<file path="config.mk">
export PLATFORM = sky130hd
export DESIGN_NAME = oscillator_divider_register_solver
export DESIGN_NICKNAME = d
export VERILOG_FILES = /design/src/design/odrs_pkg.sv /design/src/design/oscillator_divider_register_solver.sv
export SDC_FILE = /design/constraint.sdc
export NUM_CORES = 1
export LEC_CHECK = 0
export ABC_AREA = 1
export BUFFER_PORTS_ARGS = -buffer_cell sky130_fd_sc_hd__buf_4
export CAP_MARGIN = 20
export CORE_MARGIN = 5
export CORE_UTILIZATION = 59
export CTS_BUF_LIST = sky130_fd_sc_hd__clkbuf_4
export DETAILED_ROUTE_END_ITERATION = 12
export PLACE_DENSITY = 0.8
export SYNTH_ARGS = -nofsm -noshare
export SYNTH_HDL_FRONTEND = slang
export SYNTH_SLANG_ARGS = --single-unit
</file>
<file path="constraint.sdc">
create_clock -name clk -period 6.94 [get_ports clk]
set_clock_uncertainty 0.2 [all_clocks]
set_input_delay 0.694 -clock clk [delete_from_list [all_inputs] [get_ports clk]]
set_output_delay 0.694 -clock clk [all_outputs]
set_load 0.005 [all_outputs]
</file>
<file path="src/design/odrs_pkg.sv">
// Constants, tables and types for the oscillator register solver.
`timescale 1ns / 1ps

package odrs_pkg;

  localparam int TARGET_W = 30;
  localparam int XTAL_W   = 27;
  localparam int DCO_W    = 41;   // 11-bit N1*HS times 30-bit target
  localparam int BEST_W   = 33;   // any in-range oscillator frequency
  localparam int RFREQ_W  = 38;
  localparam int NUM_W    = 62;   // 2 * dco * 2^28 plus crystal
  localparam int NH_W     = 11;

  localparam logic [DCO_W-1:0] DCO_MIN_HZ = 41'd4850000000;
  localparam logic [DCO_W-1:0] DCO_MAX_HZ = 41'd5670000000;
  localparam logic [XTAL_W-1:0] XTAL_RESET_HZ = 27'd114285000;

  localparam logic [6:0] K_LAST = 7'd64;   // N1 = 128
  localparam logic [2:0] H_LAST = 3'd5;    // HS = 4
  localparam logic [5:0] DIV_STEPS = 6'd62;

  localparam int WORD_COUNT = 9;
  localparam logic [3:0] WORD_LAST = 4'(WORD_COUNT - 1);

  // Register map of the oscillator chip
  localparam logic [7:0] REG_HS_N1   = 8'h07;
  localparam logic [7:0] REG_N1_RF   = 8'h08;
  localparam logic [7:0] REG_RF_3    = 8'h09;
  localparam logic [7:0] REG_RF_2    = 8'h0A;
  localparam logic [7:0] REG_RF_1    = 8'h0B;
  localparam logic [7:0] REG_RF_0    = 8'h0C;
  localparam logic [7:0] REG_NEWFREQ = 8'h87;
  localparam logic [7:0] REG_FREEZE  = 8'h89;
  localparam logic [7:0] DATA_FREEZE  = 8'h10;
  localparam logic [7:0] DATA_THAW    = 8'h00;
  localparam logic [7:0] DATA_NEWFREQ = 8'h40;

  // APB register index of the crystal frequency
  localparam logic CFG_XTAL = 1'b0;

  typedef enum logic [3:0] {
    ST_IDLE   = 4'b0001,
    ST_SEARCH = 4'b0010,
    ST_DIVIDE = 4'b0100,
    ST_EMIT   = 4'b1000
  } state_t;

  // High-speed divider in search order
  function automatic logic [3:0] hs_of(input logic [2:0] h);
    logic [3:0] v;
    unique case (h)
      3'd0:    v = 4'd11;
      3'd1:    v = 4'd9;
      3'd2:    v = 4'd7;
      3'd3:    v = 4'd6;
      3'd4:    v = 4'd5;
      default: v = 4'd4;
    endcase
    return v;
  endfunction

  function automatic logic [7:0] word_addr(input logic [3:0] w);
    logic [7:0] a;
    unique case (w)
      4'd1:    a = REG_HS_N1;
      4'd2:    a = REG_N1_RF;
      4'd3:    a = REG_RF_3;
      4'd4:    a = REG_RF_2;
      4'd5:    a = REG_RF_1;
      4'd6:    a = REG_RF_0;
      4'd8:    a = REG_NEWFREQ;
      default: a = REG_FREEZE;
    endcase
    return a;
  endfunction

endpackage

</file>
<file path="src/design/oscillator_divider_register_solver.sv">
// Top level of the oscillator divider and RFREQ register solver.
`timescale 1ns / 1ps
//
// Usage: send a target output frequency in hertz as one request on the
// s_t* channel (tdata[29:0]). The block answers with nine register writes
// on the m_t* channel: tdata[7:0] address, tdata[15:8] data, tlast on the
// ninth write, tuser set on all nine when no divider pair fits.
// The crystal frequency register sits at APB address 0 (reset 114285000).
// Sequence: divider search (390 N1/HS pairs issued one per cycle into a
// three-stage multiply and compare pipe, then its drain), then bit-serial
// restoring division for RFREQ (skipped when nothing fits), then one write
// per cycle while the receiver is ready. No new request is taken before
// the previous one is finished: s_tready is low from acceptance until the
// last write is taken. A stalled receiver holds the current write steady.
// Reset clears the sequencer and restores the crystal register default.
//
module oscillator_divider_register_solver (
  input  logic        clk,
  input  logic        rst,
  // request channel
  input  logic        s_tvalid,
  output logic        s_tready,
  input  logic [31:0] s_tdata,   // [29:0] target_frequency_hz
  // register write channel
  output logic        m_tvalid,
  input  logic        m_tready,
  output logic [15:0] m_tdata,   // [7:0] register_address, [15:8] register_data
  output logic        m_tlast,   // last_word
  output logic        m_tuser,   // no_solution
  // configuration
  input  logic        psel,
  input  logic        penable,
  input  logic        pwrite,
  input  logic [2:0]  paddr,
  input  logic [31:0] pwdata,
  output logic [31:0] prdata,
  output logic        pready
);

  odrs_pkg::state_t state, state_next;

  logic [odrs_pkg::XTAL_W-1:0]   xtal;
  logic [odrs_pkg::TARGET_W-1:0] target;

  // search issue counters
  logic [6:0] k;
  logic [2:0] h;
  logic       issue_done;
  logic [7:0] n1_cur;
  logic [3:0] hs_cur;

  // pipe stage A: N1*HS
  logic                        a_valid;
  logic [odrs_pkg::NH_W-1:0]   a_nh;
  logic [7:0]                  a_n1;
  logic [3:0]                  a_hs;
  // pipe stage B: oscillator frequency
  logic                        b_valid;
  logic [odrs_pkg::DCO_W-1:0]  b_dco;
  logic [7:0]                  b_n1;
  logic [3:0]                  b_hs;

  // best pair
  logic [odrs_pkg::BEST_W-1:0] best;
  logic [7:0]                  best_n1;
  logic [3:0]                  best_hs;
  logic                        found;
  logic                        b_better;

  // divider
  logic [odrs_pkg::NUM_W-1:0]   num_sr;
  logic [odrs_pkg::XTAL_W:0]    rem;
  logic [odrs_pkg::XTAL_W+1:0]  trial;
  logic [odrs_pkg::XTAL_W:0]    divisor;
  logic                         fits;
  logic [odrs_pkg::RFREQ_W-1:0] quot;
  logic                         ovf;
  logic [5:0]                   div_cnt;
  logic [odrs_pkg::RFREQ_W-1:0] rfreq;

  // output
  logic [3:0] word;
  logic [6:0] n1m1;
  logic [2:0] hsm4;
  logic [7:0] data;

  logic in_fire, out_fire, cfg_write;

  assign in_fire   = s_tvalid && s_tready;
  assign out_fire  = m_tvalid && m_tready;
  assign cfg_write = psel && penable && pwrite && pready;

  // ---------------- configuration port ----------------
  assign pready = 1'b1;
  assign prdata = (paddr[2] == odrs_pkg::CFG_XTAL) ? {5'd0, xtal} : 32'd0;

  always_ff @(posedge clk) begin
    if (rst) begin
      xtal <= odrs_pkg::XTAL_RESET_HZ;
    end else if (cfg_write && paddr[2] == odrs_pkg::CFG_XTAL) begin
      xtal <= pwdata[odrs_pkg::XTAL_W-1:0];
    end
  end

  // ---------------- sequencer ----------------
  always_comb begin
    state_next = state;
    unique case (state)
      odrs_pkg::ST_IDLE: begin
        if (in_fire) state_next = odrs_pkg::ST_SEARCH;
      end
      odrs_pkg::ST_SEARCH: begin
        // leave once every pair is issued and the pipe has drained
        if (issue_done && !a_valid && !b_valid) begin
          state_next = found ? odrs_pkg::ST_DIVIDE : odrs_pkg::ST_EMIT;
        end
      end
      odrs_pkg::ST_DIVIDE: begin
        if (div_cnt == 6'd1) state_next = odrs_pkg::ST_EMIT;
      end
      odrs_pkg::ST_EMIT: begin
        if (out_fire && word == odrs_pkg::WORD_LAST) state_next = odrs_pkg::ST_IDLE;
      end
      default: state_next = odrs_pkg::ST_IDLE;
    endcase
  end

  always_ff @(posedge clk) begin
    if (rst) state <= odrs_pkg::ST_IDLE;
    else     state <= state_next;
  end

  assign s_tready = (state == odrs_pkg::ST_IDLE);

  // ---------------- divider search ----------------
  // N1 runs 1, then the even values 2, 4, 6, ..., 128 in the outer loop, HS through its table inside.
  assign n1_cur = (k == 7'd0) ? 8'd1 : {k, 1'b0};
  assign hs_cur = odrs_pkg::hs_of(h);

  // strictly smaller replaces, so the first pair wins on ties
  assign b_better = b_valid
                 && b_dco >= odrs_pkg::DCO_MIN_HZ
                 && b_dco <  odrs_pkg::DCO_MAX_HZ
                 && b_dco <  {8'd0, best};

  always_ff @(posedge clk) begin
    if (rst) begin
      issue_done <= 1'b1;
      a_valid    <= 1'b0;
      b_valid    <= 1'b0;
      found      <= 1'b0;
      k          <= 7'd0;
      h          <= 3'd0;
    end else begin
      if (in_fire) begin
        issue_done <= 1'b0;
        found      <= 1'b0;
        k          <= 7'd0;
        h          <= 3'd0;
        best       <= odrs_pkg::DCO_MAX_HZ[odrs_pkg::BEST_W-1:0];
        target     <= s_tdata[odrs_pkg::TARGET_W-1:0];
      end

      // stage A: issue one pair per cycle
      a_valid <= (state == odrs_pkg::ST_SEARCH) && !issue_done;
      a_nh    <= odrs_pkg::NH_W'(n1_cur) * odrs_pkg::NH_W'(hs_cur);
      a_n1    <= n1_cur;
      a_hs    <= hs_cur;
      if (state == odrs_pkg::ST_SEARCH && !issue_done) begin
        if (h == odrs_pkg::H_LAST) begin
          h <= 3'd0;
          if (k == odrs_pkg::K_LAST) issue_done <= 1'b1;
          else                       k <= k + 7'd1;
        end else begin
          h <= h + 3'd1;
        end
      end

      // stage B: multiply by the target
      b_valid <= a_valid;
      b_dco   <= odrs_pkg::DCO_W'(a_nh) * odrs_pkg::DCO_W'(target);
      b_n1    <= a_n1;
      b_hs    <= a_hs;

      // stage C: compare and keep the best
      if (b_better) begin
        best    <= b_dco[odrs_pkg::BEST_W-1:0];
        best_n1 <= b_n1;
        best_hs <= b_hs;
        found   <= 1'b1;
      end
    end
  end

  // ---------------- RFREQ division ----------------
  // RFREQ = floor((2*dco*2^28 + xtal) / (2*xtal)), one quotient bit a cycle.
  assign divisor = {xtal, 1'b0};
  assign trial   = {rem, num_sr[odrs_pkg::NUM_W-1]};
  assign fits    = trial >= {1'b0, divisor};
  assign rfreq   = ovf ? {odrs_pkg::RFREQ_W{1'b1}} : quot;

  always_ff @(posedge clk) begin
    if (rst) begin
      div_cnt <= 6'd0;
    end else if (state == odrs_pkg::ST_SEARCH) begin
      // hold the numerator ready for the first division step
      num_sr  <= {best, 29'd0} | odrs_pkg::NUM_W'(xtal);
      rem     <= '0;
      quot    <= '0;
      ovf     <= (xtal == '0);
      div_cnt <= odrs_pkg::DIV_STEPS;
    end else if (state == odrs_pkg::ST_DIVIDE) begin
      num_sr  <= {num_sr[odrs_pkg::NUM_W-2:0], 1'b0};
      rem     <= fits ? (odrs_pkg::XTAL_W+1)'(trial - {1'b0, divisor})
                      : trial[odrs_pkg::XTAL_W:0];
      quot    <= {quot[odrs_pkg::RFREQ_W-2:0], fits};
      ovf     <= ovf | quot[odrs_pkg::RFREQ_W-1];
      div_cnt <= div_cnt - 6'd1;
    end
  end

  // ---------------- register writes ----------------
  assign n1m1 = 7'(best_n1 - 8'd1);
  assign hsm4 = 3'(best_hs - 4'd4);

  always_comb begin
    unique case (word)
      4'd0:    data = odrs_pkg::DATA_FREEZE;
      4'd1:    data = found ? {hsm4, n1m1[6:2]} : 8'd0;
      4'd2:    data = found ? {n1m1[1:0], rfreq[37:32]} : 8'd0;
      4'd3:    data = found ? rfreq[31:24] : 8'd0;
      4'd4:    data = found ? rfreq[23:16] : 8'd0;
      4'd5:    data = found ? rfreq[15:8] : 8'd0;
      4'd6:    data = found ? rfreq[7:0] : 8'd0;
      4'd7:    data = odrs_pkg::DATA_THAW;
      default: data = odrs_pkg::DATA_NEWFREQ;
    endcase
  end

  always_ff @(posedge clk) begin
    if (rst) begin
      word <= 4'd0;
    end else if (state != odrs_pkg::ST_EMIT) begin
      word <= 4'd0;
    end else if (out_fire) begin
      word <= word + 4'd1;
    end
  end

  assign m_tvalid = (state == odrs_pkg::ST_EMIT);
  assign m_tdata  = {data, odrs_pkg::word_addr(word)};
  assign m_tlast  = (word == odrs_pkg::WORD_LAST);
  assign m_tuser  = !found;

endmodule

</file>
==> metrics, run 1 <==
Num CTS Buffers slightly below 90; met3 wire length 4678 µm; Sequential cell area between 0.009 and 0.01 mm²; vias in the first global route about 23000; Slew HR between 30% and 40%; Max Used Layer met4; Seq pwr share between 20% and 30%; initial antenna violation count 1; hold path depth 2; part of the power in combinational logic a little over 50%; Remaining DRCs 0; Critical Path End Type register; most common cell after layout, fill and taps aside nand2_1; Starting Density roughly 59%; fmax between 0.15 and 0.2 GHz; Least-Margin Pin Slew ~1.0 ns; wire per inst approximately 15 µm; Pwr per Cell Area roughly 290 mW/mm²; Pleak 15.95 nW; Die Ht about 230 µm; area of the multi-input gates ~0.016 mm²; CTS tree done; Core Area approximately 0.048 mm²; standard-cell rows 80; Remaining Overflow, GRT 0; Min-Delay Path Class input pin to register; R2R depth 17; status finished clean; syn avg cell area about 8.2 µm²; number of library cell types mapped by synthesis 56; Ys Warns 0; largest net degree at the start of global routing about 110; Worst Path Arrival roughly 6.4 ns; Bufs on Longest Clock Path 3; die width 228.7 µm; first-pass GRT wire length 109300 µm; Area Overhead vs Synth 10.73%; crit path max fanout 23; H-Tree Depth 3; Port Buf Inserts about 110; DR iter-0 viols 1749; Power Internal approximately 5.1 mW; FFs w/ async S/R, synth 0%; Fin Setup TNS 0 ns; Post-synth top flop edfxtp_1; Final Setup Violations 0; gpl congestion between 0.9 and 1; die area between 0.05 and 0.06 mm²; number of synthesized flops with an enable pin roughly 270; largest area contributor in the netlist edfxtp_1; GRT Overall Usage approximately 25%; final WL between 60000 and 70000 µm; cell area after synthesis 0.02822 mm²; Post-CTS Setup Bufs 0; via count about 23000; Final period util between 80 and 90%; Top-Level Pins roughly 130; Worst Path Required 7.24 ns; CTS root buffer clkbuf_4; Setup CP Type register to register; sequential area share after synthesis 33.06%; Syn Inst Count between 3000 and 4000; CTS Sinks approximately 330; Final Hold Fails 0; Max IR drop VDD between 200 and 250 µV; Fill cells 3854; post-DP HPWL 48230 µm; #FFs+latches synth between 300 and 400; Worst-path clk slew roughly 0.06 ns; Slew Limit Fails 0; worst hold slack 0.07627 ns; Synth area leaders edfxtp_1 29%, fa_1 19%, nand2_1 12%; commonest non-fill, non-tap cells in the layout 881 x nand2_1, 767 x inv_1, 301 x nor2_1; nets a little over 4000; met2 routed WL 31030 µm; Critical Path Start Type register; NetSw 3.953 mW; share of cells above drive strength 1 8.322%; vias per cell ~5.3; Clock Latency Late Sink about 0.84 ns; final critical-path required period 6.134 ns; area share of the largest cell type after synthesis about 29%; clock network fraction of total power about a fifth; First-pass DRT Iterations 5; ANT nets after route 0; unrepaired setup endpoints after global routing no; Max Cap Viol 0; Met1 Wirelength between 20000 and 30000 µm; Net Sw Frac a little over two fifths
stage by stage:
stage	setup slack, ns	area, µm²	util [%]	power (mW)	std cells
2_1_floorplan	1.768	28260	-	6.020	3465
3_3_place_gp	0.9718	29490	62.02	7.055	4088
3_5_place_dp	0.9179	29490	62.02	7.158	4088
4_1_cts	0.8450	31230	65.68	8.992	4303
5_1_grt	0.4006	31250	65.73	9.852	4305
6_report	0.8055	31250	65.73	9.011	4305
power by group through the flow:
stage                     combinational [mW]  sequential [mW]  clock [mW]
after floorplan                         3.41             2.61           0
after global routing                    5.25             2.67        1.93
after global placement                  4.38             2.68           0
after detailed placement                4.47             2.69           0
final                                   4.58             2.65        1.78
after CTS                               4.53             2.64        1.82
per-layer routing:
layer | global-route usage, % | vias to the layer above
met4 | 8.244 | 0
met3 | 4.733 | 166
met5 | 0 | -
met2 | 41.77 | 926
met1 | 33.15 | 10667
li1 | - | 11026
registers in the layout, indices dropped and copies added (netlist names), 4 cells and up:
signal and count:
num_sr 62, b_dco 41, quot 38, best 33
target 30, rem 28, xtal 27, a_nh 11
a_n1 7, b_n1 7, best_n1 7, k 7
div_cnt 6, state 4, word 4
final timing paths:
check | slack, ns | to | start
setup / recovery | 0.81 | b_dco[30] | a_nh[7]
setup reg to reg | 0.81 | b_dco[30] | a_nh[7]
hold reg to reg | 0.22 | best_n1[5] | b_n1[5]
hold / removal | 0.08 | b_valid | rst
kinds of logic after synthesis:
family | synth area share, %
compound gates | 7.076
flops | 33.06
buf+inv | 12.21
other cells | 0.02661
xor+xnor | 1.552
simple gates | 20.17
fa+ha+maj | 25.91
synthesized netlist by cell type, drive strengths merged (2+ instances only):
cell,n
nand2,892
o21bai,14
xor2,29
o22ai,6
a31oi,5
a311oi,2
nand3b,4
xnor2,21
nor4,5
a41oi,4
a221oi,2
o31ai,3
fa,264
nor3,49
a211oi,3
a21o,3
inv,773
dfxtp,55
a21oi,127
o221ai,2
nand4,35
buf,27
ha,162
o21ai,155
nand3,91
a21boi,4
and3,3
edfxtp,274
nor2,310
clkbuf,95
or2,5
o211ai,21
conb,2
o21a,4
worst max-delay path, cell delays in order (launching register included):
cell and delay (ns):
edfxtp_1 1.03, nand2_1 0.20, fa_1 0.59, inv_1 0.06
fa_1 0.46, fa_1 0.52, fa_1 0.54, inv_1 0.05
fa_1 0.53, inv_1 0.04, ha_1 0.35, nand2_1 0.15
nor2_1 0.25, inv_1 0.06, o21ai_0 0.36, nand3_1 0.23
nand3_1 0.12, nand2_1 0.07
final cells by class:
cell class,count,share of cell area [%]
clock inverter,32,0.6966
multi-input combinational,2241,49.63
inverter,773,9.293
clock buffer,124,2.979
antenna,1,0.008007
timing repair buffer,190,5.077
sequential,329,29.85
tap,615,2.462
what timing repair did:
item,CTS,global route
hold buffers,59,0
gates resized for setup,0,0
endpoints found under the hold margin,60,0
(Power assumes the default switching activity.)
==> run 2, diff against run 1 <==
--- a/config.mk
+++ b/config.mk
@@ -8,7 +8,7 @@
 export ABC_AREA = 1
 export BUFFER_PORTS_ARGS = -buffer_cell sky130_fd_sc_hd__buf_4
 export CAP_MARGIN = 20
-export CORE_MARGIN = 5
+export CORE_MARGIN = 3
 export CORE_UTILIZATION = 59
 export CTS_BUF_LIST = sky130_fd_sc_hd__clkbuf_4
 export DETAILED_ROUTE_END_ITERATION = 12
==> metrics, run 2 (synthesis gave the netlist of run 1 again) <==
Remaining Overflow, GRT 0 (unchanged); total power draw 8.974 mW (-0.41%); Fin Setup TNS 0 ns (unchanged); NetSw 3.978 mW (+0.62%); Worst-path clk slew 0.07 ns (about the same); slowest library cell on the worst path edfxtp_1; Area Overhead vs Synth 10.90%; CTS tree done; R2R depth 20 (+3); DR iter-0 viols 1790 (+2.3%); initial antenna violation count 2 (+1); Critical Path Start Type register; final std cells w/o fill 4308 (+0.070%); Worst Path Required 7.23 ns (about the same); Top-Level Pins 127 (unchanged); part of the power in combinational logic 51.2% (+0.3 points); largest net degree at the start of global routing 100 (-4.8%); crit path max fanout 20 (-13%); H-Tree Depth 3 (unchanged); Power Internal 4.997 mW (-1.2%); CTS root buffer clkbuf_4; clock network fraction of total power 19.3% (-0.4 points); Max IR drop VDD 204.3 µV (-14%); Pwr per Cell Area 286.7 mW/mm² (-0.56%); slowest stage delay, CP 0.94 ns (-0.09 ns); First-pass DRT Iterations 6 (+1); Final Hold Fails 0 (unchanged); Pleak 15.98 nW (+0.18%); first-pass GRT wire length 109000 µm (-0.33%); cell breakdown of the critical path buf_4 > nand2_1 > inv_1 > fa_1 > fa_1 > fa_1 > fa_1 > inv_1 > fa_1 > inv_1 > ha_1 > a21oi_1 > a21boi_0 > o21ai_0 > nand2_1 > nand2_1 > nand2_1 > nand3_1 > nand2_1 > nand2_1; vias in the first global route 22728 (-1.5%); # resized after CTS 0 (unchanged); Worst Path Arrival 6.49 ns (+0.05 ns); Bufs on Longest Clock Path 3 (unchanged); via count 22744 (-0.18%); nets 4126 (+0.097%); Clock Latency Late Sink 0.81 ns (-0.03 ns); dpl ws 0.8142 ns (-0.1037 ns); Final period util 89.36% (+0.96 points); Biggest register num_sr; Starting Density 60.24% (+0.88 points); Slew HR 27.42% (-2.6 points); most common cell after layout, fill and taps aside nand2_1; biggest regs num_sr: 62 flops, b_dco: 41 flops, quot: 38 flops; Min-Delay Path Class register to register; Critical Path End Type register; hold path depth 0 (-2); Core Area 0.04685 mm² (-1.5%); CP Buf/Inv Count 4 (unchanged); CTS Sinks 329 (unchanged); die area 0.05049 mm² (-3.5%); final critical-path required period 6.201 ns (+0.06681 ns); Slew Limit Fails 0 (unchanged); Port Buf Inserts 108 (unchanged); Num CTS Buffers 87 (unchanged); Setup CP Type register to register; WP depth 20 (+3); vias per cell 5.279 (-0.25%); Largest delay share family, worst path adder cells; Max Cap Viol 0 (unchanged); CP dominant cell by count nand2_1; fmax 0.1613 GHz (-1.1%); unrepaired setup endpoints after global routing no; final worst setup slack 0.7387 ns (-0.06681 ns); Least-Margin Pin Slew 1.089 ns (+0.03943 ns); Die Ht 224.7 µm (-1.7%); ANT nets after route 0 (unchanged); wire per inst 15.15 µm (+0.34%); Remaining DRCs 0 (unchanged); Net Sw Frac 44.32% (+0.45 points); standard-cell rows 79 (-1.3%); post-DP HPWL 48900 µm (+1.4%); placed insts 4081 (-0.17%); gpl congestion 0.9376 (-5.9%); commonest non-fill, non-tap cells in the layout 881 x nand2_1, 767 x inv_1, 301 x nor2_1; Seq pwr share 29.5% (about the same); max reg flops 62 (unchanged); final WL 65280 µm (+0.41%); share of cells above drive strength 1 8.570% (+0.25 points); GRT Overall Usage 26.47% (+1.5 points); Final Setup Violations 0 (unchanged); Post-CTS Setup Bufs 0 (unchanged); status finished clean; die width 224.7 µm (-1.7%)
-- run 2: stage by stage --
step / hold WS [ns] / cell area [µm²] / utilization [%]
2_1_floorplan: 0.2003 / 28260 / -
3_5_place_dp: 0.2045 / 29490 / 62.94
3_3_place_gp: 0.2035 / 29490 / 62.94
5_1_grt: 0.1874 / 31300 / 66.79
4_1_cts: 0.1769 / 31220 / 66.65
6_report: 0.1910 / 31300 / 66.80
-- run 2: timing repair --
action | CTS | global route
endpoints found under the setup margin | 0 | 0
hold buffers | 60 | 0
endpoints found under the hold margin | 70 | 0
-- run 2: final timing paths --
path,slack [ns],startpoint,endpoint
max reg2reg,0.74,a_nh[9],b_dco[40]
max,0.74,a_nh[9],b_dco[40]
min reg2reg,0.19,a_hs[1],b_hs[1]
min,0.19,a_hs[1],b_hs[1]
-- run 2: area by class of cell --
| class | count | area, µm² |
|---|---|---|
| Multi-Input combinational cell | 2241 | 15510 |
| Tap cell | 607 | 759.5 |
| Clock inverter | 38 | 206.4 |
| Inverter | 773 | 2904 |
| Sequential cell | 329 | 9329 |
| Timing Repair Buffer | 194 | 1652 |
| Antenna cell | 2 | 5.005 |
| Fill cell | 3865 | 15550 |
| Clock buffer | 124 | 930.9 |
-- run 2: power by group through the flow --
stage	Clock [mW]	Combinational (mW)	Sequential, mW
after floorplan	0	3.41	2.61
final	1.73	4.59	2.65
after detailed placement	0	4.51	2.69
after global placement	0	4.45	2.68
after global routing	1.88	5.30	2.67
after CTS	1.79	4.56	2.65
-- run 2: layer usage --
metal | global-route usage, % | part of all wire (%) | up-vias
met5 | 0 | 0 | -
met2 | 44.17 | 48 | 870
met4 | 8.735 | 2.4 | 0
li1 | - | - | 11051
met3 | 4.568 | 6.6 | 140
met1 | 35.50 | 43 | 10683
==> run 3, diff against run 2 <==
--- a/config.mk
+++ b/config.mk
@@ -5,14 +5,12 @@
 export SDC_FILE = /design/constraint.sdc
 export NUM_CORES = 1
 export LEC_CHECK = 0
-export ABC_AREA = 1
 export BUFFER_PORTS_ARGS = -buffer_cell sky130_fd_sc_hd__buf_4
 export CAP_MARGIN = 20
 export CORE_MARGIN = 3
-export CORE_UTILIZATION = 59
-export CTS_BUF_LIST = sky130_fd_sc_hd__clkbuf_4
+export CORE_UTILIZATION = 57
 export DETAILED_ROUTE_END_ITERATION = 12
-export PLACE_DENSITY = 0.8
+export PLACE_DENSITY = 0.78
 export SYNTH_ARGS = -nofsm -noshare
 export SYNTH_HDL_FRONTEND = slang
 export SYNTH_SLANG_ARGS = --single-unit
==> constraint.sdc (replaced) <==
create_clock -name clk -period 6.94 [get_ports clk]
set_clock_uncertainty 0.2 [all_clocks]
set_input_delay 1.041 -clock clk [delete_from_list [all_inputs] [get_ports clk]]
set_output_delay 1.041 -clock clk [all_outputs]
set_load 0.005 [all_outputs]
==> metrics, run 3 <==
vias in the first global route 19860 (-13%); vias per cell 5.813 (+10%); Top-Level Pins 127 (unchanged); post-DP HPWL 44430 µm (-9.1%); area share of the largest cell type after synthesis 30.92% (+1.8 points); max reg flops 62 (unchanged); Pleak 12.97 nW (-19%); Clock Latency Late Sink 0.57 ns (-0.24 ns); Final Hold Fails 0 (unchanged); number of synthesized flops with an enable pin 274 (unchanged); Pwr per Cell Area 332.0 mW/mm² (+16%); #FFs+latches synth 329 (unchanged); largest net degree at the start of global routing 120 (+20%); Worst Path Required 7.05 ns (-0.18 ns); # resized after CTS 0 (unchanged); Slew Limit Fails 0 (unchanged); Least-Margin Pin Slew 1.056 ns (-0.03294 ns); Ys Warns 0 (unchanged); share of cells above drive strength 1 8.246% (-0.32 points); Setup CP Type register to register; cell area after synthesis 0.02661 mm² (-5.7%); biggest regs num_sr: 62 flops, b_dco: 41 flops, quot: 38 flops; DR iter-0 viols 1677 (-6.3%); sequential area share after synthesis 35.05% (+2.0 points); Worst-path clk slew 0.06 ns (about the same); Biggest register num_sr; syn avg cell area 9.846 µm² (+21%); H-Tree Depth 2 (-1); wire per inst 17.87 µm (+18%); Syn Inst Count 2703 (-22%); origin of the worst min-delay path b_hs[0]; Most Crowded Layer GR met2; Remaining Overflow, GRT 0 (unchanged); die area 0.04932 mm² (-2.3%); final instance area 0.02920 mm² (-6.7%); Num CTS Buffers 37 (-57%); GR Util met2 39.71% (-4.5 points); status finished clean; commonest non-fill, non-tap cells in the layout 401 x nand2_1, 376 x inv_1, 274 x edfxtp_1; Worst Path Arrival 6.66 ns (+0.17 ns); fmax 0.1526 GHz (-5.4%); standard-cell rows 78 (-1.3%); Fill cells 3523 (-8.8%); Starting Density 58.14% (-2.1 points); met3 usage 3.892% (-0.68 points); Synth top cells by count 401 x nand2_1, 377 x inv_1, 274 x edfxtp_1; first-pass GRT wire length 98750 µm (-9.4%); Critical Path Start Type register; Min-Delay Path Class register to register; dpl ws 0.3369 ns (-0.4773 ns); Core Area 0.04577 mm² (-2.3%); Remaining DRCs 0 (unchanged); First-pass DRT Iterations 5 (-1); Area Overhead vs Synth 9.732%; Bufs on Longest Clock Path 3 (unchanged); gpl congestion 0.9139 (-2.5%); Max Cap Viol 0 (unchanged); die width 222.1 µm (-1.2%); Max IR drop VDD 347.8 µV (+70%); Post-synth top flop edfxtp_1; most common cell after layout, fill and taps aside nand2_1; largest area contributor in the netlist edfxtp_1; final WL 60360 µm (-7.5%); Synth area leaders edfxtp_1 31%, fa_1 20%, ha_1 7.6%; DP Area 0.02781 mm² (-5.7%); most frequent cell after synthesis nand2_1; Slew HR 29.61% (+2.2 points); final critical-path required period 6.553 ns (+0.3518 ns); Reg2Reg Launch Point a_nh[9]; ANT nets after route 0 (unchanged); Final Setup Violations 0 (unchanged); Post-CTS Setup Bufs 0 (unchanged); nets 3249 (-21%); CTS tree done; crit path max fanout 15 (-25%); Die Ht 222.1 µm (-1.2%); GR Layer Usage met1 33.95% (-1.5 points); Port Buf Inserts 108 (unchanged); hold_buf cts 0 (-100%); FFs w/ async S/R, synth 0% (unchanged); Critical Path Start a_nh[9]; CTS Sinks 329 (unchanged); GRT Overall Usage 24.24% (-2.2 points); final worst setup slack 0.3869 ns (-0.3518 ns); Critical Path End Type register; via count 19638 (-14%); CTS root buffer clkbuf_16; Final period util 94.43% (+5.1 points); Fin Setup TNS 0 ns (unchanged); initial antenna violation count 1 (-1); unrepaired setup endpoints after global routing no; number of library cell types mapped by synthesis 83 (+48%)
## run 3: cell count changes after synthesis, moves of 40 or more
cell	change
and2_1	+170
inv_1	-391
o21ai_0	-40
nor2_1	-199
nor2b_1	+58
nand3_1	-55
a21o_1	+44
nand2_1	-480
## run 3: area by class of cell
class                      count  area [µm²]  area share, %
inverter                     377        1416          4.850
multi-input combinational   1864       15340          52.53
clock inverter                20       222.7         0.7626
tap                          600       750.7          2.571
antenna                        1       2.502       0.008569
clock buffer                  47        1066          3.650
sequential                   329        9329          31.95
timing repair buffer         140        1076          3.685
## run 3: per-layer routing
metal  wire length, µm  vias up
li1                  -     9017
met1             25620     9754
met2             29080      757
met3              4472      110
met4              1184        0
met5                 0        -
## run 3: cell families (layout without fill, tap and decap cells)
group	Yosys count	count (layout)	synth area share, %
AO/OA/AOI/OAI	429	429	10.51
XOR/XNOR	66	66	2.172
adder cells (fa/ha/maj)	427	427	27.51
buffers and inverters	519	584	7.513
flip-flops	329	329	35.05
multiplexers	2	2	0.07992
other	2	12	0.02822
AND/OR/NAND/NOR	929	929	17.13
## run 3: per-stage QoR
step	std cells	util [%]	hold slack, ns	total power, mW
2_1_floorplan	2712	-	0.2003	6.499
3_3_place_gp	3300	60.76	0.2076	7.389
3_5_place_dp	3300	60.76	0.2164	7.578
4_1_cts	3367	63.58	0.2343	9.688
5_1_grt	3377	63.80	0.2364	10.48
6_report	3378	63.80	0.2306	9.694
## run 3: report_power, final
group	leakage, nW	internal, mW	switching, mW
combinational	9.43	2.07	2.81
sequential	2.92	2.56	0.187
clock	0.624	1.21	0.857
## run 3: final timing paths
kind	slack [ns]	endpoint	depth (start not counted)
min	0.23	best_hs[0]	0
max reg2reg	0.39	b_dco[39]	18
min reg2reg	0.23	best_hs[0]	0
max	0.39	b_dco[39]	18
## run 3: worst max-delay path: stages (launching register included)
cell	delay [ns]
edfxtp_1	0.73
nand2_1	0.17
fa_1	0.52
fa_1	0.55
inv_1	0.05
fa_1	0.51
fa_1	0.56
inv_1	0.06
fa_1	0.52
inv_1	0.04
ha_1	0.36
and3_1	0.21
o311ai_1	0.16
and4_1	0.27
nor4b_1	0.39
o21ai_1	0.21
a211oi_1	0.45
o31ai_1	0.19
xnor2_1	0.15
